### config.mk
export PLATFORM = sky130hd
export DESIGN_NAME = imu_motion_and_fall_detector
export DESIGN_NICKNAME = d
export VERILOG_FILES = /design/src/rtl/imfd_pkg.sv /design/src/rtl/imu_motion_and_fall_detector.sv /design/src/rtl/imfd_cfg.sv /design/src/rtl/imfd_mul.sv /design/src/rtl/imfd_seq.sv
export SDC_FILE = /design/constraint.sdc
export NUM_CORES = 2
export LEC_CHECK = 0
export ABC_AREA = 1
export BUFFER_PORTS_ARGS = -buffer_cell sky130_fd_sc_hd__clkbuf_2
export CAP_MARGIN = 25
export CORE_MARGIN = 2
export CORE_UTILIZATION = 50
export CTS_CLUSTER_SIZE = 12
export DETAILED_ROUTE_END_ITERATION = 12
export PLACE_DENSITY = 0.66
export SYNTH_ARGS = -nofsm -noshare
export SYNTH_HDL_FRONTEND = slang
export SYNTH_SLANG_ARGS = --single-unit
### constraint.sdc
create_clock -name clk -period 9.8 [get_ports clk]
set_clock_uncertainty 0.15 [all_clocks]
set_input_delay 0.98 -clock clk [delete_from_list [all_inputs] [get_ports clk]]
set_output_delay 0.98 -clock clk [all_outputs]
set_load 0.01 [all_outputs]
### src/rtl/imfd_pkg.sv
// Shared types, register codes and reset values for the motion and fall detector.
package imfd_pkg;

	localparam int ACCEL_BITS = 16;
	localparam int ALPHA_W    = 16;
	localparam int THR_W      = 15;
	localparam int CONFIRM_W  = 24;
	localparam int WINDOW_W   = 16;
	localparam int TIME_W     = 32;
	localparam int CFG_IDX_W  = 3;
	localparam int CFG_DATA_W = 24;

	localparam logic [CFG_IDX_W-1:0] REG_GRAVITY_ALPHA     = 3'd0;
	localparam logic [CFG_IDX_W-1:0] REG_MOTION_THRESHOLD  = 3'd1;
	localparam logic [CFG_IDX_W-1:0] REG_STATIONARY_CONFIRM = 3'd2;
	localparam logic [CFG_IDX_W-1:0] REG_FREEFALL_THRESHOLD = 3'd3;
	localparam logic [CFG_IDX_W-1:0] REG_IMPACT_THRESHOLD  = 3'd4;
	localparam logic [CFG_IDX_W-1:0] REG_IMPACT_WINDOW     = 3'd5;
	localparam logic [CFG_IDX_W-1:0] REG_IS_BASE           = 3'd6;

	localparam logic [ALPHA_W-1:0]   RST_GRAVITY_ALPHA      = 16'd655;
	localparam logic [THR_W-1:0]     RST_MOTION_THRESHOLD   = 15'd614;
	localparam logic [CONFIRM_W-1:0] RST_STATIONARY_CONFIRM = 24'd30000;
	localparam logic [THR_W-1:0]     RST_FREEFALL_THRESHOLD = 15'd1638;
	localparam logic [THR_W-1:0]     RST_IMPACT_THRESHOLD   = 15'd10240;
	localparam logic [WINDOW_W-1:0]  RST_IMPACT_WINDOW      = 16'd1000;

	typedef struct packed {
		logic [ALPHA_W-1:0]   gravity_alpha;
		logic [THR_W-1:0]     motion_threshold;
		logic [CONFIRM_W-1:0] stationary_confirm_ms;
		logic [THR_W-1:0]     freefall_threshold;
		logic [THR_W-1:0]     impact_threshold;
		logic [WINDOW_W-1:0]  impact_window_ms;
		logic                 is_base;
	} cfg_t;

	typedef struct packed {
		logic signed [ACCEL_BITS-1:0] accel_x;
		logic signed [ACCEL_BITS-1:0] accel_y;
		logic signed [ACCEL_BITS-1:0] accel_z;
		logic                         sample_ok;
		logic [TIME_W-1:0]            now_ms;
	} sample_t;

	typedef struct packed {
		logic moving;
		logic motion_detected;
		logic fall_detected;
		logic imu_available;
	} result_t;

endpackage

### src/rtl/imu_motion_and_fall_detector.sv
// Top level of the accelerometer motion and fall detector.
//
// One sample item enters on sample/sample_valid/sample_ready and one result item
// leaves on result/result_valid/result_ready for every sample, in order.
// Configuration is written through cfg_we/cfg_index/cfg_wdata, one register per
// cycle; the user must write it only while no sample is in flight, as the block
// does not enforce this. A good sample with a tracked gravity runs a schedule on
// one shared multiplier: three threshold squares, three raw squares, then per axis
// two partial products of the gravity weight and one dynamic square, each axis
// taking ten steps. The first good sample after a failed read or reset runs only
// the threshold and raw squares and loads gravity from it; a failed read goes
// straight to the final step. sample_ready is high only while the sequencer is idle,
// so one sample is worked on at a time; a new one is taken while the previous
// result still waits. If it still waits when the next result is done, the
// sequencer holds in its final step until the output register frees, and accepts
// nothing meanwhile. Reset clears gravity tracking and fall arming, sets the
// moving flag, and loads the configuration defaults.
module imu_motion_and_fall_detector #(
	parameter int GRAVITY_FRAC_BITS = 16
) (
	input  logic                             clk,
	input  logic                             arst_n,
	input  imfd_pkg::sample_t                sample,
	input  logic                             sample_valid,
	output logic                             sample_ready,
	output imfd_pkg::result_t                result,
	output logic                             result_valid,
	input  logic                             result_ready,
	input  logic                             cfg_we,
	input  logic [imfd_pkg::CFG_IDX_W-1:0]   cfg_index,
	input  logic [imfd_pkg::CFG_DATA_W-1:0]  cfg_wdata
);

	localparam int GW    = imfd_pkg::ACCEL_BITS + GRAVITY_FRAC_BITS;
	localparam int HALFW = (GW + 1) / 2;
	localparam int BASEW = (imfd_pkg::ACCEL_BITS > imfd_pkg::ALPHA_W) ?
		imfd_pkg::ACCEL_BITS : imfd_pkg::ALPHA_W;
	localparam int MUL_W = (HALFW > BASEW) ? HALFW : BASEW;

	imfd_pkg::cfg_t       cfg;
	logic [MUL_W-1:0]     mul_a;
	logic [MUL_W-1:0]     mul_b;
	logic [2*MUL_W-1:0]   mul_prod;

	imfd_cfg u_cfg (
		.clk       (clk),
		.arst_n    (arst_n),
		.cfg_we    (cfg_we),
		.cfg_index (cfg_index),
		.cfg_wdata (cfg_wdata),
		.cfg       (cfg)
	);

	imfd_mul #(
		.MUL_W (MUL_W)
	) u_mul (
		.clk  (clk),
		.a    (mul_a),
		.b    (mul_b),
		.prod (mul_prod)
	);

	imfd_seq #(
		.GRAVITY_FRAC_BITS (GRAVITY_FRAC_BITS),
		.MUL_W             (MUL_W)
	) u_seq (
		.clk          (clk),
		.arst_n       (arst_n),
		.cfg          (cfg),
		.sample       (sample),
		.sample_valid (sample_valid),
		.sample_ready (sample_ready),
		.result       (result),
		.result_valid (result_valid),
		.result_ready (result_ready),
		.mul_a        (mul_a),
		.mul_b        (mul_b),
		.mul_prod     (mul_prod)
	);

endmodule

### src/rtl/imfd_cfg.sv
// Configuration register bank with write port and reset values.
module imfd_cfg (
	input  logic                              clk,
	input  logic                              arst_n,
	input  logic                              cfg_we,
	input  logic [imfd_pkg::CFG_IDX_W-1:0]    cfg_index,
	input  logic [imfd_pkg::CFG_DATA_W-1:0]   cfg_wdata,
	output imfd_pkg::cfg_t                    cfg
);

	imfd_pkg::cfg_t cfg_q;

	always_ff @(posedge clk or negedge arst_n) begin
		if (!arst_n) begin
			cfg_q.gravity_alpha         <= imfd_pkg::RST_GRAVITY_ALPHA;
			cfg_q.motion_threshold      <= imfd_pkg::RST_MOTION_THRESHOLD;
			cfg_q.stationary_confirm_ms <= imfd_pkg::RST_STATIONARY_CONFIRM;
			cfg_q.freefall_threshold    <= imfd_pkg::RST_FREEFALL_THRESHOLD;
			cfg_q.impact_threshold      <= imfd_pkg::RST_IMPACT_THRESHOLD;
			cfg_q.impact_window_ms      <= imfd_pkg::RST_IMPACT_WINDOW;
			cfg_q.is_base               <= 1'b0;
		end else if (cfg_we) begin
			case (cfg_index)
				imfd_pkg::REG_GRAVITY_ALPHA: begin
					cfg_q.gravity_alpha <= cfg_wdata[imfd_pkg::ALPHA_W-1:0];
				end
				imfd_pkg::REG_MOTION_THRESHOLD: begin
					cfg_q.motion_threshold <= cfg_wdata[imfd_pkg::THR_W-1:0];
				end
				imfd_pkg::REG_STATIONARY_CONFIRM: begin
					cfg_q.stationary_confirm_ms <= cfg_wdata[imfd_pkg::CONFIRM_W-1:0];
				end
				imfd_pkg::REG_FREEFALL_THRESHOLD: begin
					cfg_q.freefall_threshold <= cfg_wdata[imfd_pkg::THR_W-1:0];
				end
				imfd_pkg::REG_IMPACT_THRESHOLD: begin
					cfg_q.impact_threshold <= cfg_wdata[imfd_pkg::THR_W-1:0];
				end
				imfd_pkg::REG_IMPACT_WINDOW: begin
					cfg_q.impact_window_ms <= cfg_wdata[imfd_pkg::WINDOW_W-1:0];
				end
				imfd_pkg::REG_IS_BASE: begin
					cfg_q.is_base <= cfg_wdata[0];
				end
				default: begin
				end
			endcase
		end
	end

	assign cfg = cfg_q;

endmodule

### src/rtl/imfd_mul.sv
// Shared unsigned multiplier with a registered product.
module imfd_mul #(
	parameter int MUL_W = 20
) (
	input  logic                 clk,
	input  logic [MUL_W-1:0]     a,
	input  logic [MUL_W-1:0]     b,
	output logic [2*MUL_W-1:0]   prod
);

	logic [2*MUL_W-1:0] prod_q;

	always_ff @(posedge clk) begin
		prod_q <= (2*MUL_W)'(a) * (2*MUL_W)'(b);
	end

	assign prod = prod_q;

endmodule

### src/rtl/imfd_seq.sv
// Sequencer, gravity tracker and decision logic around the shared multiplier.
module imfd_seq #(
	parameter int GRAVITY_FRAC_BITS = 16,
	parameter int MUL_W             = 20
) (
	input  logic                   clk,
	input  logic                   arst_n,
	input  imfd_pkg::cfg_t         cfg,
	input  imfd_pkg::sample_t      sample,
	input  logic                   sample_valid,
	output logic                   sample_ready,
	output imfd_pkg::result_t      result,
	output logic                   result_valid,
	input  logic                   result_ready,
	output logic [MUL_W-1:0]       mul_a,
	output logic [MUL_W-1:0]       mul_b,
	input  logic [2*MUL_W-1:0]     mul_prod
);

	localparam int A   = imfd_pkg::ACCEL_BITS;
	localparam int F   = GRAVITY_FRAC_BITS;
	localparam int GW  = A + F;
	localparam int DW  = GW + 1;
	localparam int H   = (GW + 1) / 2;
	localparam int PW  = GW + imfd_pkg::ALPHA_W;
	localparam int SPW = PW + 1;
	localparam int SQW = (2 * A + 2 > 2 * imfd_pkg::THR_W) ? 2 * A + 2 : 2 * imfd_pkg::THR_W;
	localparam int TW  = imfd_pkg::TIME_W;

	localparam logic signed [DW-1:0] HALF = DW'(1) << (F - 1);

	localparam logic [4:0] ST_IDLE  = 5'd0;
	localparam logic [4:0] ST_R_FF  = 5'd1;
	localparam logic [4:0] ST_R_IMP = 5'd2;
	localparam logic [4:0] ST_R_MT  = 5'd3;
	localparam logic [4:0] ST_R_X   = 5'd4;
	localparam logic [4:0] ST_R_Y   = 5'd5;
	localparam logic [4:0] ST_R_Z   = 5'd6;
	localparam logic [4:0] ST_R_RAW = 5'd7;
	localparam logic [4:0] ST_DIFF  = 5'd8;
	localparam logic [4:0] ST_MAG   = 5'd9;
	localparam logic [4:0] ST_LO    = 5'd10;
	localparam logic [4:0] ST_HI    = 5'd11;
	localparam logic [4:0] ST_SUM   = 5'd12;
	localparam logic [4:0] ST_SGN   = 5'd13;
	localparam logic [4:0] ST_UPD   = 5'd14;
	localparam logic [4:0] ST_RND   = 5'd15;
	localparam logic [4:0] ST_SQ    = 5'd16;
	localparam logic [4:0] ST_ACC   = 5'd17;
	localparam logic [4:0] ST_FIN   = 5'd18;

	logic [4:0]              st_q;
	logic [1:0]              ax_q;
	logic signed [A-1:0]     s_q [3];
	logic [A-1:0]            m_q [3];
	logic [TW-1:0]           now_q;
	logic                    ok_q;
	logic signed [GW-1:0]    g_q [3];
	logic                    gvalid_q;
	logic                    moving_q;
	logic                    armed_q;
	logic [TW-1:0]           last_motion_q;
	logic [TW-1:0]           ff_time_q;
	logic [SQW-1:0]          ff2_q;
	logic [SQW-1:0]          imp2_q;
	logic [SQW-1:0]          mt2_q;
	logic [SQW-1:0]          raw2_q;
	logic [SQW-1:0]          dyn2_q;
	logic signed [DW-1:0]    diff_q;
	logic signed [DW-1:0]    r_q;
	logic [GW-1:0]           mdiff_q;
	logic [PW-1:0]           p_q;
	logic signed [SPW-1:0]   sp_q;
	logic [A-1:0]            mdyn_q;
	imfd_pkg::result_t       result_q;
	logic                    res_valid_q;

	logic signed [A-1:0]     s_cur;
	logic signed [GW-1:0]    g_cur;
	logic signed [DW-1:0]    target_dw;
	logic signed [DW-1:0]    g_dw;
	logic signed [SPW-1:0]   delta_full;
	logic signed [DW-1:0]    delta_dw;
	logic signed [DW-1:0]    dyn_s;
	logic [SQW-1:0]          prod_sq;
	logic [TW-1:0]           elapsed_motion;
	logic [TW-1:0]           elapsed_ff;
	logic                    motion;
	logic                    moving_nx;
	logic                    armed_nx;
	logic                    arm_now;
	logic                    fall;
	logic                    res_free;
	logic                    commit;

	assign s_cur      = s_q[ax_q];
	assign g_cur      = g_q[ax_q];
	assign target_dw  = $signed({s_cur[A-1], s_cur, {F{1'b0}}});
	assign g_dw       = $signed({g_cur[GW-1], g_cur});
	assign delta_full = sp_q >>> imfd_pkg::ALPHA_W;
	assign delta_dw   = delta_full[DW-1:0];
	assign dyn_s      = r_q >>> F;
	assign prod_sq    = SQW'(mul_prod);

	assign elapsed_motion = now_q - last_motion_q;
	assign elapsed_ff     = now_q - ff_time_q;
	assign motion         = gvalid_q && (dyn2_q >= mt2_q);
	assign res_free       = !res_valid_q || result_ready;
	assign commit         = (st_q == ST_FIN) && res_free;

	always_comb begin
		moving_nx = moving_q;
		armed_nx  = armed_q;
		arm_now   = 1'b0;
		fall      = 1'b0;
		if (!ok_q) begin
			moving_nx = 1'b1;
		end else begin
			if (motion) begin
				moving_nx = 1'b1;
			end else if (elapsed_motion >= TW'(cfg.stationary_confirm_ms)) begin
				moving_nx = 1'b0;
			end
			if (!cfg.is_base) begin
				if (!armed_q) begin
					if (raw2_q < ff2_q) begin
						armed_nx = 1'b1;
						arm_now  = 1'b1;
					end
				end else if (elapsed_ff > TW'(cfg.impact_window_ms)) begin
					armed_nx = 1'b0;
				end else if (raw2_q > imp2_q) begin
					armed_nx = 1'b0;
					fall     = 1'b1;
				end
			end
		end
	end

	// Drive the shared multiplier for the step at hand; its product returns next cycle.
	always_comb begin
		mul_a = '0;
		mul_b = '0;
		case (st_q)
			ST_R_FF: begin
				mul_a = MUL_W'(cfg.freefall_threshold);
				mul_b = MUL_W'(cfg.freefall_threshold);
			end
			ST_R_IMP: begin
				mul_a = MUL_W'(cfg.impact_threshold);
				mul_b = MUL_W'(cfg.impact_threshold);
			end
			ST_R_MT: begin
				mul_a = MUL_W'(cfg.motion_threshold);
				mul_b = MUL_W'(cfg.motion_threshold);
			end
			ST_R_X: begin
				mul_a = MUL_W'(m_q[0]);
				mul_b = MUL_W'(m_q[0]);
			end
			ST_R_Y: begin
				mul_a = MUL_W'(m_q[1]);
				mul_b = MUL_W'(m_q[1]);
			end
			ST_R_Z: begin
				mul_a = MUL_W'(m_q[2]);
				mul_b = MUL_W'(m_q[2]);
			end
			ST_LO: begin
				mul_a = MUL_W'(mdiff_q[H-1:0]);
				mul_b = MUL_W'(cfg.gravity_alpha);
			end
			ST_HI: begin
				mul_a = MUL_W'(mdiff_q[GW-1:H]);
				mul_b = MUL_W'(cfg.gravity_alpha);
			end
			ST_SQ: begin
				mul_a = MUL_W'(mdyn_q);
				mul_b = MUL_W'(mdyn_q);
			end
			default: begin
			end
		endcase
	end

	// Control and tracked state.
	always_ff @(posedge clk or negedge arst_n) begin
		if (!arst_n) begin
			st_q          <= ST_IDLE;
			ax_q          <= 2'd0;
			res_valid_q   <= 1'b0;
			gvalid_q      <= 1'b0;
			moving_q      <= 1'b1;
			armed_q       <= 1'b0;
			last_motion_q <= '0;
			ff_time_q     <= '0;
			for (int i = 0; i < 3; i++) begin
				g_q[i] <= '0;
			end
		end else begin
			if (res_valid_q && result_ready) begin
				res_valid_q <= 1'b0;
			end
			case (st_q)
				ST_IDLE: begin
					if (sample_valid) begin
						st_q <= sample.sample_ok ? ST_R_FF : ST_FIN;
					end
				end
				ST_R_FF:  st_q <= ST_R_IMP;
				ST_R_IMP: st_q <= ST_R_MT;
				ST_R_MT:  st_q <= ST_R_X;
				ST_R_X:   st_q <= ST_R_Y;
				ST_R_Y:   st_q <= ST_R_Z;
				ST_R_Z:   st_q <= ST_R_RAW;
				ST_R_RAW: begin
					ax_q <= 2'd0;
					if (gvalid_q) begin
						st_q <= ST_DIFF;
					end else begin
						// load gravity straight from the first good sample
						for (int i = 0; i < 3; i++) begin
							g_q[i] <= {s_q[i], {F{1'b0}}};
						end
						st_q <= ST_FIN;
					end
				end
				ST_DIFF: st_q <= ST_MAG;
				ST_MAG:  st_q <= ST_LO;
				ST_LO:   st_q <= ST_HI;
				ST_HI:   st_q <= ST_SUM;
				ST_SUM:  st_q <= ST_SGN;
				ST_SGN:  st_q <= ST_UPD;
				ST_UPD: begin
					g_q[ax_q] <= GW'(g_dw + delta_dw);
					st_q      <= ST_RND;
				end
				ST_RND: st_q <= ST_SQ;
				ST_SQ:  st_q <= ST_ACC;
				ST_ACC: begin
					if (ax_q == 2'd2) begin
						st_q <= ST_FIN;
					end else begin
						ax_q <= ax_q + 2'd1;
						st_q <= ST_DIFF;
					end
				end
				ST_FIN: begin
					// hold while the previous result is still waiting
					if (res_free) begin
						st_q        <= ST_IDLE;
						res_valid_q <= 1'b1;
						moving_q    <= moving_nx;
						armed_q     <= armed_nx;
						gvalid_q    <= ok_q;
						if (ok_q && motion) begin
							last_motion_q <= now_q;
						end
						if (arm_now) begin
							ff_time_q <= now_q;
						end
					end
				end
				default: st_q <= ST_IDLE;
			endcase
		end
	end

	// Working registers of the datapath.
	always_ff @(posedge clk) begin
		case (st_q)
			ST_IDLE: begin
				if (sample_valid) begin
					s_q[0] <= sample.accel_x;
					s_q[1] <= sample.accel_y;
					s_q[2] <= sample.accel_z;
					ok_q   <= sample.sample_ok;
					now_q  <= sample.now_ms;
				end
			end
			ST_R_FF: begin
				for (int i = 0; i < 3; i++) begin
					m_q[i] <= s_q[i][A-1] ? A'(-s_q[i]) : A'(s_q[i]);
				end
			end
			ST_R_IMP: ff2_q  <= prod_sq;
			ST_R_MT:  imp2_q <= prod_sq;
			ST_R_X:   mt2_q  <= prod_sq;
			ST_R_Y:   raw2_q <= prod_sq;
			ST_R_Z:   raw2_q <= raw2_q + prod_sq;
			ST_R_RAW: begin
				raw2_q <= raw2_q + prod_sq;
				dyn2_q <= '0;
			end
			ST_DIFF: diff_q  <= target_dw - g_dw;
			ST_MAG:  mdiff_q <= GW'(diff_q[DW-1] ? -diff_q : diff_q);
			ST_HI:   p_q     <= PW'(mul_prod);
			ST_SUM:  p_q     <= p_q + (PW'(mul_prod) << H);
			ST_SGN: begin
				// signed product floors toward minus infinity on the shift
				sp_q <= diff_q[DW-1] ? -$signed({1'b0, p_q}) : $signed({1'b0, p_q});
			end
			ST_UPD: r_q    <= diff_q - delta_dw + HALF;
			ST_RND: mdyn_q <= A'(dyn_s[DW-1] ? -dyn_s : dyn_s);
			ST_ACC: dyn2_q <= dyn2_q + prod_sq;
			default: begin
			end
		endcase
		if (commit) begin
			result_q.moving          <= moving_nx;
			result_q.motion_detected <= ok_q && motion;
			result_q.fall_detected   <= fall;
			result_q.imu_available   <= ok_q;
		end
	end

	assign sample_ready = (st_q == ST_IDLE);
	assign result       = result_q;
	assign result_valid = res_valid_q;

endmodule

# Yosys cells after proc, flatten, opt, wreduce, memory -nomap -nowiden
# Memory sizes are Yosys's and may differ from the RTL's.
# Cells that the tools add are included.
[op_classes] addsub=16 n_mul=1 magnitude_cmp=7 n_eq_ne=29 n_mux=46 bitwise_logic=4 n_reduce_logical=31
[op_table] operator="96-bit case mux with 2 select lines" n=1
[op_table] operator="16-bit case mux with 9 select lines" n=1
[op_table] operator="34-bit case mux with 2 select lines" n=2
[op_table] operator="32-bit two-way mux" n=4
[op_table] operator="16-bit case mux with 8 select lines" n=1
[op_table] operator="96-bit bitwise mux" n=1
[op_table] operator="96-bit two-way mux" n=1
[op_table] operator="48-bit case mux with 2 select lines" n=1
[op_table] operator="5-bit case mux with 19 select lines" n=1
[op_table] operator="34-bit by 32-bit adder with 34-bit output" n=2
[op_table] operator="32-bit binary-select mux with 2-bit select" n=1
[op_table] operator="32-bit demux with 2-bit select" n=1
[op_table] operator="16-bit two-way mux" n=4
[op_table] operator="16-bit negator" n=4
[op_table] operator="32-bit subtractor" n=2
[op_table] operator="48-bit negator with 49-bit output" n=1
[op_table] operator="48-bit adder" n=1
[op_table] operator="48-bit two-way mux" n=1
[op_table] operator="5-bit by 4-bit == test with 1-bit output, second input constant" n=8
[op_table] operator="34-bit by 32-bit greater-or-equal comparator with 1-bit output" n=1
[op_table] operator="34-bit by 32-bit greater-than comparator with 1-bit output" n=1
[op_table] operator="34-bit by 32-bit less-than comparator with 1-bit output" n=1
[op_table] operator="33-bit by 17-bit adder with 33-bit output, second input constant" n=1
[op_table] operator="32-bit by 32-bit subtractor with 33-bit output" n=1
[op_table] operator="other kinds (36)" n=91
[word_totals] ff_bits=717 mem_bits_rw=96 in_bits=113 wordCells=173 mem_count=2
[mem_list] name="u_seq.m_q" words=3 word_bits=16 read_ports=3 rd_ports_with_merged_regs=0 wr=3 line_no="imfd_seq.sv:55" source="logic [A-1:0] m_q [3];"
[mem_list] name="u_seq.s_q" words=3 word_bits=16 read_ports=4 rd_ports_with_merged_regs=0 wr=3 line_no="imfd_seq.sv:54" source="logic signed [A-1:0] s_q [3];"

# Logic depth before layout (Yosys ltp)
[depth] ltp_word=7 mapped_depth=40 depth_no_buf=38

# Cells and area by module
# From an unflattened synthesis, not the netlist that was laid out.
[hier_totals] cells_unflattened=7273 hier_area_um2=58942.8
[modules_own_cells] module="imfd_seq" n_inst=1 cells_per_inst=5413 area_each_um2=44586.5 seq_area_each_um2=18574.1
[modules_own_cells] module="imfd_mul" n_inst=1 cells_per_inst=1407 area_each_um2=10167.3 seq_area_each_um2=640.6
[modules_own_cells] module="imfd_cfg" n_inst=1 cells_per_inst=453 area_each_um2=4189.0 seq_area_each_um2=2592.5

# Least setup slack after synthesis
# OpenSTA, ideal clock, no wires.
[synth_timing] path_type="input -> register" start="in sample_valid" end="reg u_seq.now_q[0], enable pin" t_arrival_ps=6514 required_time_ps=9030 slack_ps=2516 cell_stages=2 path_buffers=0 cell_sequence="inv_1 -> nor3_1"
[synth_via] elab_chain_cells=1
[synth_lines] element="from (decl)" line_no="imu_motion_and_fall_detector.sv:24" source="input logic sample_valid,"
[synth_lines] element="2-bit AND reduction (no line)"
[synth_lines] element="to (signal assigned)" line_no="imfd_seq.sv:278" source="now_q <= sample.now_ms;"
[synth_lines] element="to (decl)" line_no="imfd_seq.sv:56" source="logic [TW-1:0] now_q;"
# Every way passes these cells.
# A chain may end at the register's enable or synchronous reset.

# Worst setup path after layout
[layout_timing] start="reg u_seq.st_q[0]" end="reg u_mul.prod_q[30] (netlist: u_mul.prod[30])"
[layout_via] elab_chain_cells=4 elab_cells_between_ends=13 cone_classes="mul (1); eq/ne (9); mux (2); reduce/logical (1)"
[layout_lines] element="from (decl)" line_no="imfd_seq.sv:52" source="logic [4:0] st_q;"
[layout_lines] element="from (signal assigned)" line_no="imfd_seq.sv:207" source="st_q <= sample.sample_ok ? ST_R_FF : ST_FIN;"
[layout_lines] element="5-bit by 4-bit == test with 1-bit output" line_no="imfd_seq.sv:144" source="case (st_q)"
[layout_lines] element="2-bit OR reduction (no line)"
[layout_lines] element="16-bit case mux with 8 select lines" line_no="imfd_seq.sv:144"
[layout_lines] element="16-bit by 16-bit multiplier with 32-bit output *" line_no="imfd_mul.sv:14" source="prod_q <= (2*MUL_W)'(a) * (2*MUL_W)'(b);"
[layout_lines] element="to (signal assigned)" line_no="imfd_mul.sv:14"
[layout_lines] element="to (decl)" line_no="imfd_mul.sv:11" source="logic [2*MUL_W-1:0] prod_q;"
# Every way passes the cells marked *; elsewhere a longest branch is shown, timed or not.

==> flow_summary.toml <==
[outcome]
status = "complete, no violations"

[detailed_routing]
first_iter_violations = 4316
via_count = 48738
routedWlPerCell_um = 21.0
first_pass_iters = 6
detail-route-antenna-nets = 0
routed_wl_um = 184000
drc_errors = 0
vias_per_cell = 5.58

[power]
peakVddDrop_v = 0.000259
power_frac_comb_pct = 61.4
p_leak_nw = 30.3
pwr-share-clk_pct = 15.2
switchingPower_mw = 11.6
pwr-share-seq_pct = 23.4
power_density_nw_per_um2 = 363
swShare_pct = 50.4
intPower_mw = 11.4

[layout]
final_common_cell = "nand2_1"
final_nets = 7963
layout-drive-gt1-share_pct = 6.57
area_growth_pct = 9.16
nFillCells = 10675
multi_input_area_um2 = 31000
layout_common_cells = "nand2_1, inv_1, a21oi_1, ha_1, nor2_1"
fin_area_um2 = 63500
seqCellArea_um2 = 21800

[yosys]
syn_area_per_cell_um2 = 8.28
synth_edf_count = 476
synthesis.nets = 7850
ys_seq_elements = 781
ys.warnings.count = 0
syn_inst = 7024
synthFlopType = "edfxtp_1"
synthesis.area_um2 = 58100
yosysUniqueCellTypes = 76
ys_seq_area_share_pct = 37.5
synthArstFlopShare_pct = 35.0

[critical_path]
path_max_fanout = 28
worstReg2RegStart = "u_seq.st_q[0]"
rrSetupSlack_ns = 1.40
reg2regPathDepth = 31
max_stage_delay_ns = 0.89
arrival_ns = 8.88
crit_path_end_kind = "flop"
timing.critical_path.mode_cell = "inv_1"
start_kind = "flop"
r2r-end = "u_mul.prod[30]"
cp.required_ns = 10.27
slowest_stage = "nand4_1"
path_class = "reg2reg"

[clock_network]
cts_tree = "done"
htree_levels = 3
cts_made_buffers = 91
clk_root_buffer_cell = "clkbuf_16"
clock_path_buffers = 3
cts_hold_buf = 0
post-cts-setup-buffers = 0
clk_latency_ns = 0.74
cts_resized = 0
clk_pin_slew_ns = 0.06
cts.sinks = 781

[sta]
max_slew_margin_pct = 23.2
finalHoldViolations = 0
fmax_ghz = 0.119
rsz0062_at_grt = "no"
post-route-period-util_pct = 85.8
period_minus_slack_ns = 8.40
slew_violations = 0
tightest_slew_ns = 1.15
finalSetupViolations = 0
tns_ns = 0

[place]
place_area_um2 = 60400
dp_hpwl_um = 143000
numPortBuffers = 118
gp_congestion = 1.02

[die]
io_pins = 119
die_h_um = 345
row_count = 125
fp.dieArea_um2 = 119000
core-area_um2 = 116000
chipWidth_um = 345
initial_utilization_pct = 50.2

[global_routing]
gr-usage-all-layers_pct = 30.6
grt_pass1_vias = 47362
grt_start_max_net_pins = 163
grt_pass1_wl_um = 279000
antenna_found_initial = 7
gr-total-overflow = 0

[min_path]
hp-class = "in2async"

[run]
max_cap_violations = 0
[power by group through the flow]
stage / Clock [mW] / Combinational [mW] / Sequential, mW
after global routing: 3.67 / 15.8 / 5.44
after floorplan: 0 / 10.1 / 5.04
final: 3.49 / 14.1 / 5.39
after global placement: 0 / 13.8 / 5.41
after detailed placement: 0 / 14.0 / 5.41
after CTS: 3.54 / 14.0 / 5.36
[per-stage QoR]
| step | hold slack [ns] | utilization [%] | power [mW] | std cells | setup slack (ns) |
|---|---|---|---|---|---|
| after floorplan | 0.276 | - | 15.1 | 7024 | 2.52 |
| after detailed placement | 0.323 | 52.2 | 19.4 | 8567 | 1.43 |
| final | 0.0498 | 54.8 | 23.0 | 8740 | 1.40 |
| after global routing | 0.0553 | 54.8 | 24.9 | 8740 | 0.859 |
| after global placement | 0.315 | 52.1 | 19.2 | 8565 | 1.50 |
| after CTS | 0.0438 | 54.8 | 23.0 | 8736 | 1.41 |
[per-layer routing]
metal / up-vias / part of all wire (%) / GRT usage, %
met5: - / 0 / 0
met4: 0 / 5.3 / 14.7
met3: 409 / 6.8 / 4.80
met2: 1700 / 46 / 49.9
met1: 23262 / 42 / 39.9
li1: 23367 / - / -
[how the worst max path moves through the flow]
stage                                 to          start
final                     u_mul.prod[30]  u_seq.st_q[0]
after detailed placement  u_mul.prod[29]  u_seq.st_q[0]
after global routing      u_mul.prod[29]  u_seq.st_q[0]
after floorplan           u_seq.now_q[0]   sample_valid
after global placement    u_mul.prod[29]  u_seq.st_q[0]
after CTS                 u_mul.prod[29]  u_seq.st_q[0]
[kinds of logic after synthesis]
group	share of synthesized area, %
AOI/OAI and AO/OA	12.9
xor gates and xnor gates	4.26
adders and majority gates	17.9
buffers and inverters	9.24
DFF	37.5
and+or+nand+nor	18.1
[worst max-delay path, delay by kind of cell, from the launching register on]
family	cells	cell delay [ns]
fa+ha+maj	7	3.52
simple gates	10	2.20
compound gates	5	1.18
buf+inv	8	0.64
flops	1	0.41
xor+xnor	1	0.16
[final cells by class]
class                           count  share of cell area, %
Multi-Input combinational cell   4853                   48.9
Sequential cell                   781                   34.4
Inverter                         1249                   7.40
Clock buffer                      115                   3.89
Tap cell                         1524                   3.00
Timing Repair Buffer              161                   1.53
Clock inverter                     54                  0.948
Antenna cell                        3                 0.0118
[registers in the layout, summed over array words and instances, names as in the netlist, 4 cells and up]
name,cells
u_cfg.cfg,102
u_seq.g_q,96
u_seq.m_q,48
u_seq.p_q,48
u_seq.s_q,48
u_seq.dyn2_q,34
u_seq.raw2_q,34
u_seq.diff_q,33
u_seq.sp_q,33
u_mul.prod,32
u_seq.ff2_q,32
u_seq.ff_time_q,32
u_seq.imp2_q,32
u_seq.last_motion_q,32
u_seq.mdiff_q,32
u_seq.mt2_q,32
u_seq.now_q,32
u_seq.r_q,17
u_seq.mdyn_q,16
u_seq.st_q,5
u_seq.result,4
[Yosys cell counts (5+ instances only)]
cell | number | area [µm²]
buf_2 | 45 | 225
o211ai_1 | 20 | 150
a211oi_1 | 15 | 113
o21ai_2 | 10 | 87.6
nor3_1 | 82 | 410
ha_1 | 513 | 6420
a221oi_1 | 13 | 114
clkinv_1 | 8 | 30.0
and2_1 | 6 | 37.5
or2_2 | 55 | 344
nand4_1 | 72 | 450
o21ai_0 | 434 | 2170
a32oi_1 | 11 | 96.3
a22o_1 | 21 | 184
nand3b_1 | 10 | 75.1
dfxtp_1 | 32 | 641
o221ai_1 | 15 | 131
nor2_2 | 10 | 62.6
xor2_1 | 193 | 1690
a31oi_1 | 42 | 263
buf_6 | 7 | 78.8
dfstp_2 | 33 | 867
edfxtp_1 | 476 | 14300
a21o_1 | 22 | 165
o21ai_1 | 32 | 160
nor4_1 | 37 | 231
o31ai_1 | 5 | 37.5
o22ai_1 | 50 | 313
nand3_1 | 217 | 1090
a21oi_1 | 539 | 2700
inv_2 | 13 | 48.8
nand2_1 | 1503 | 5640
clkbuf_1 | 77 | 289
o21a_1 | 22 | 165
a21boi_0 | 10 | 75.1
inv_1 | 1225 | 4600
xnor2_1 | 90 | 788
fa_1 | 200 | 4000
a22oi_1 | 9 | 67.6
dfrtp_1 | 240 | 6010
o21bai_1 | 37 | 278
buf_4 | 8 | 60.1
nor2_4 | 7 | 78.8
nor2_1 | 501 | 1880
nor3_2 | 5 | 50.1
Power figures use the tool's default switching activity.
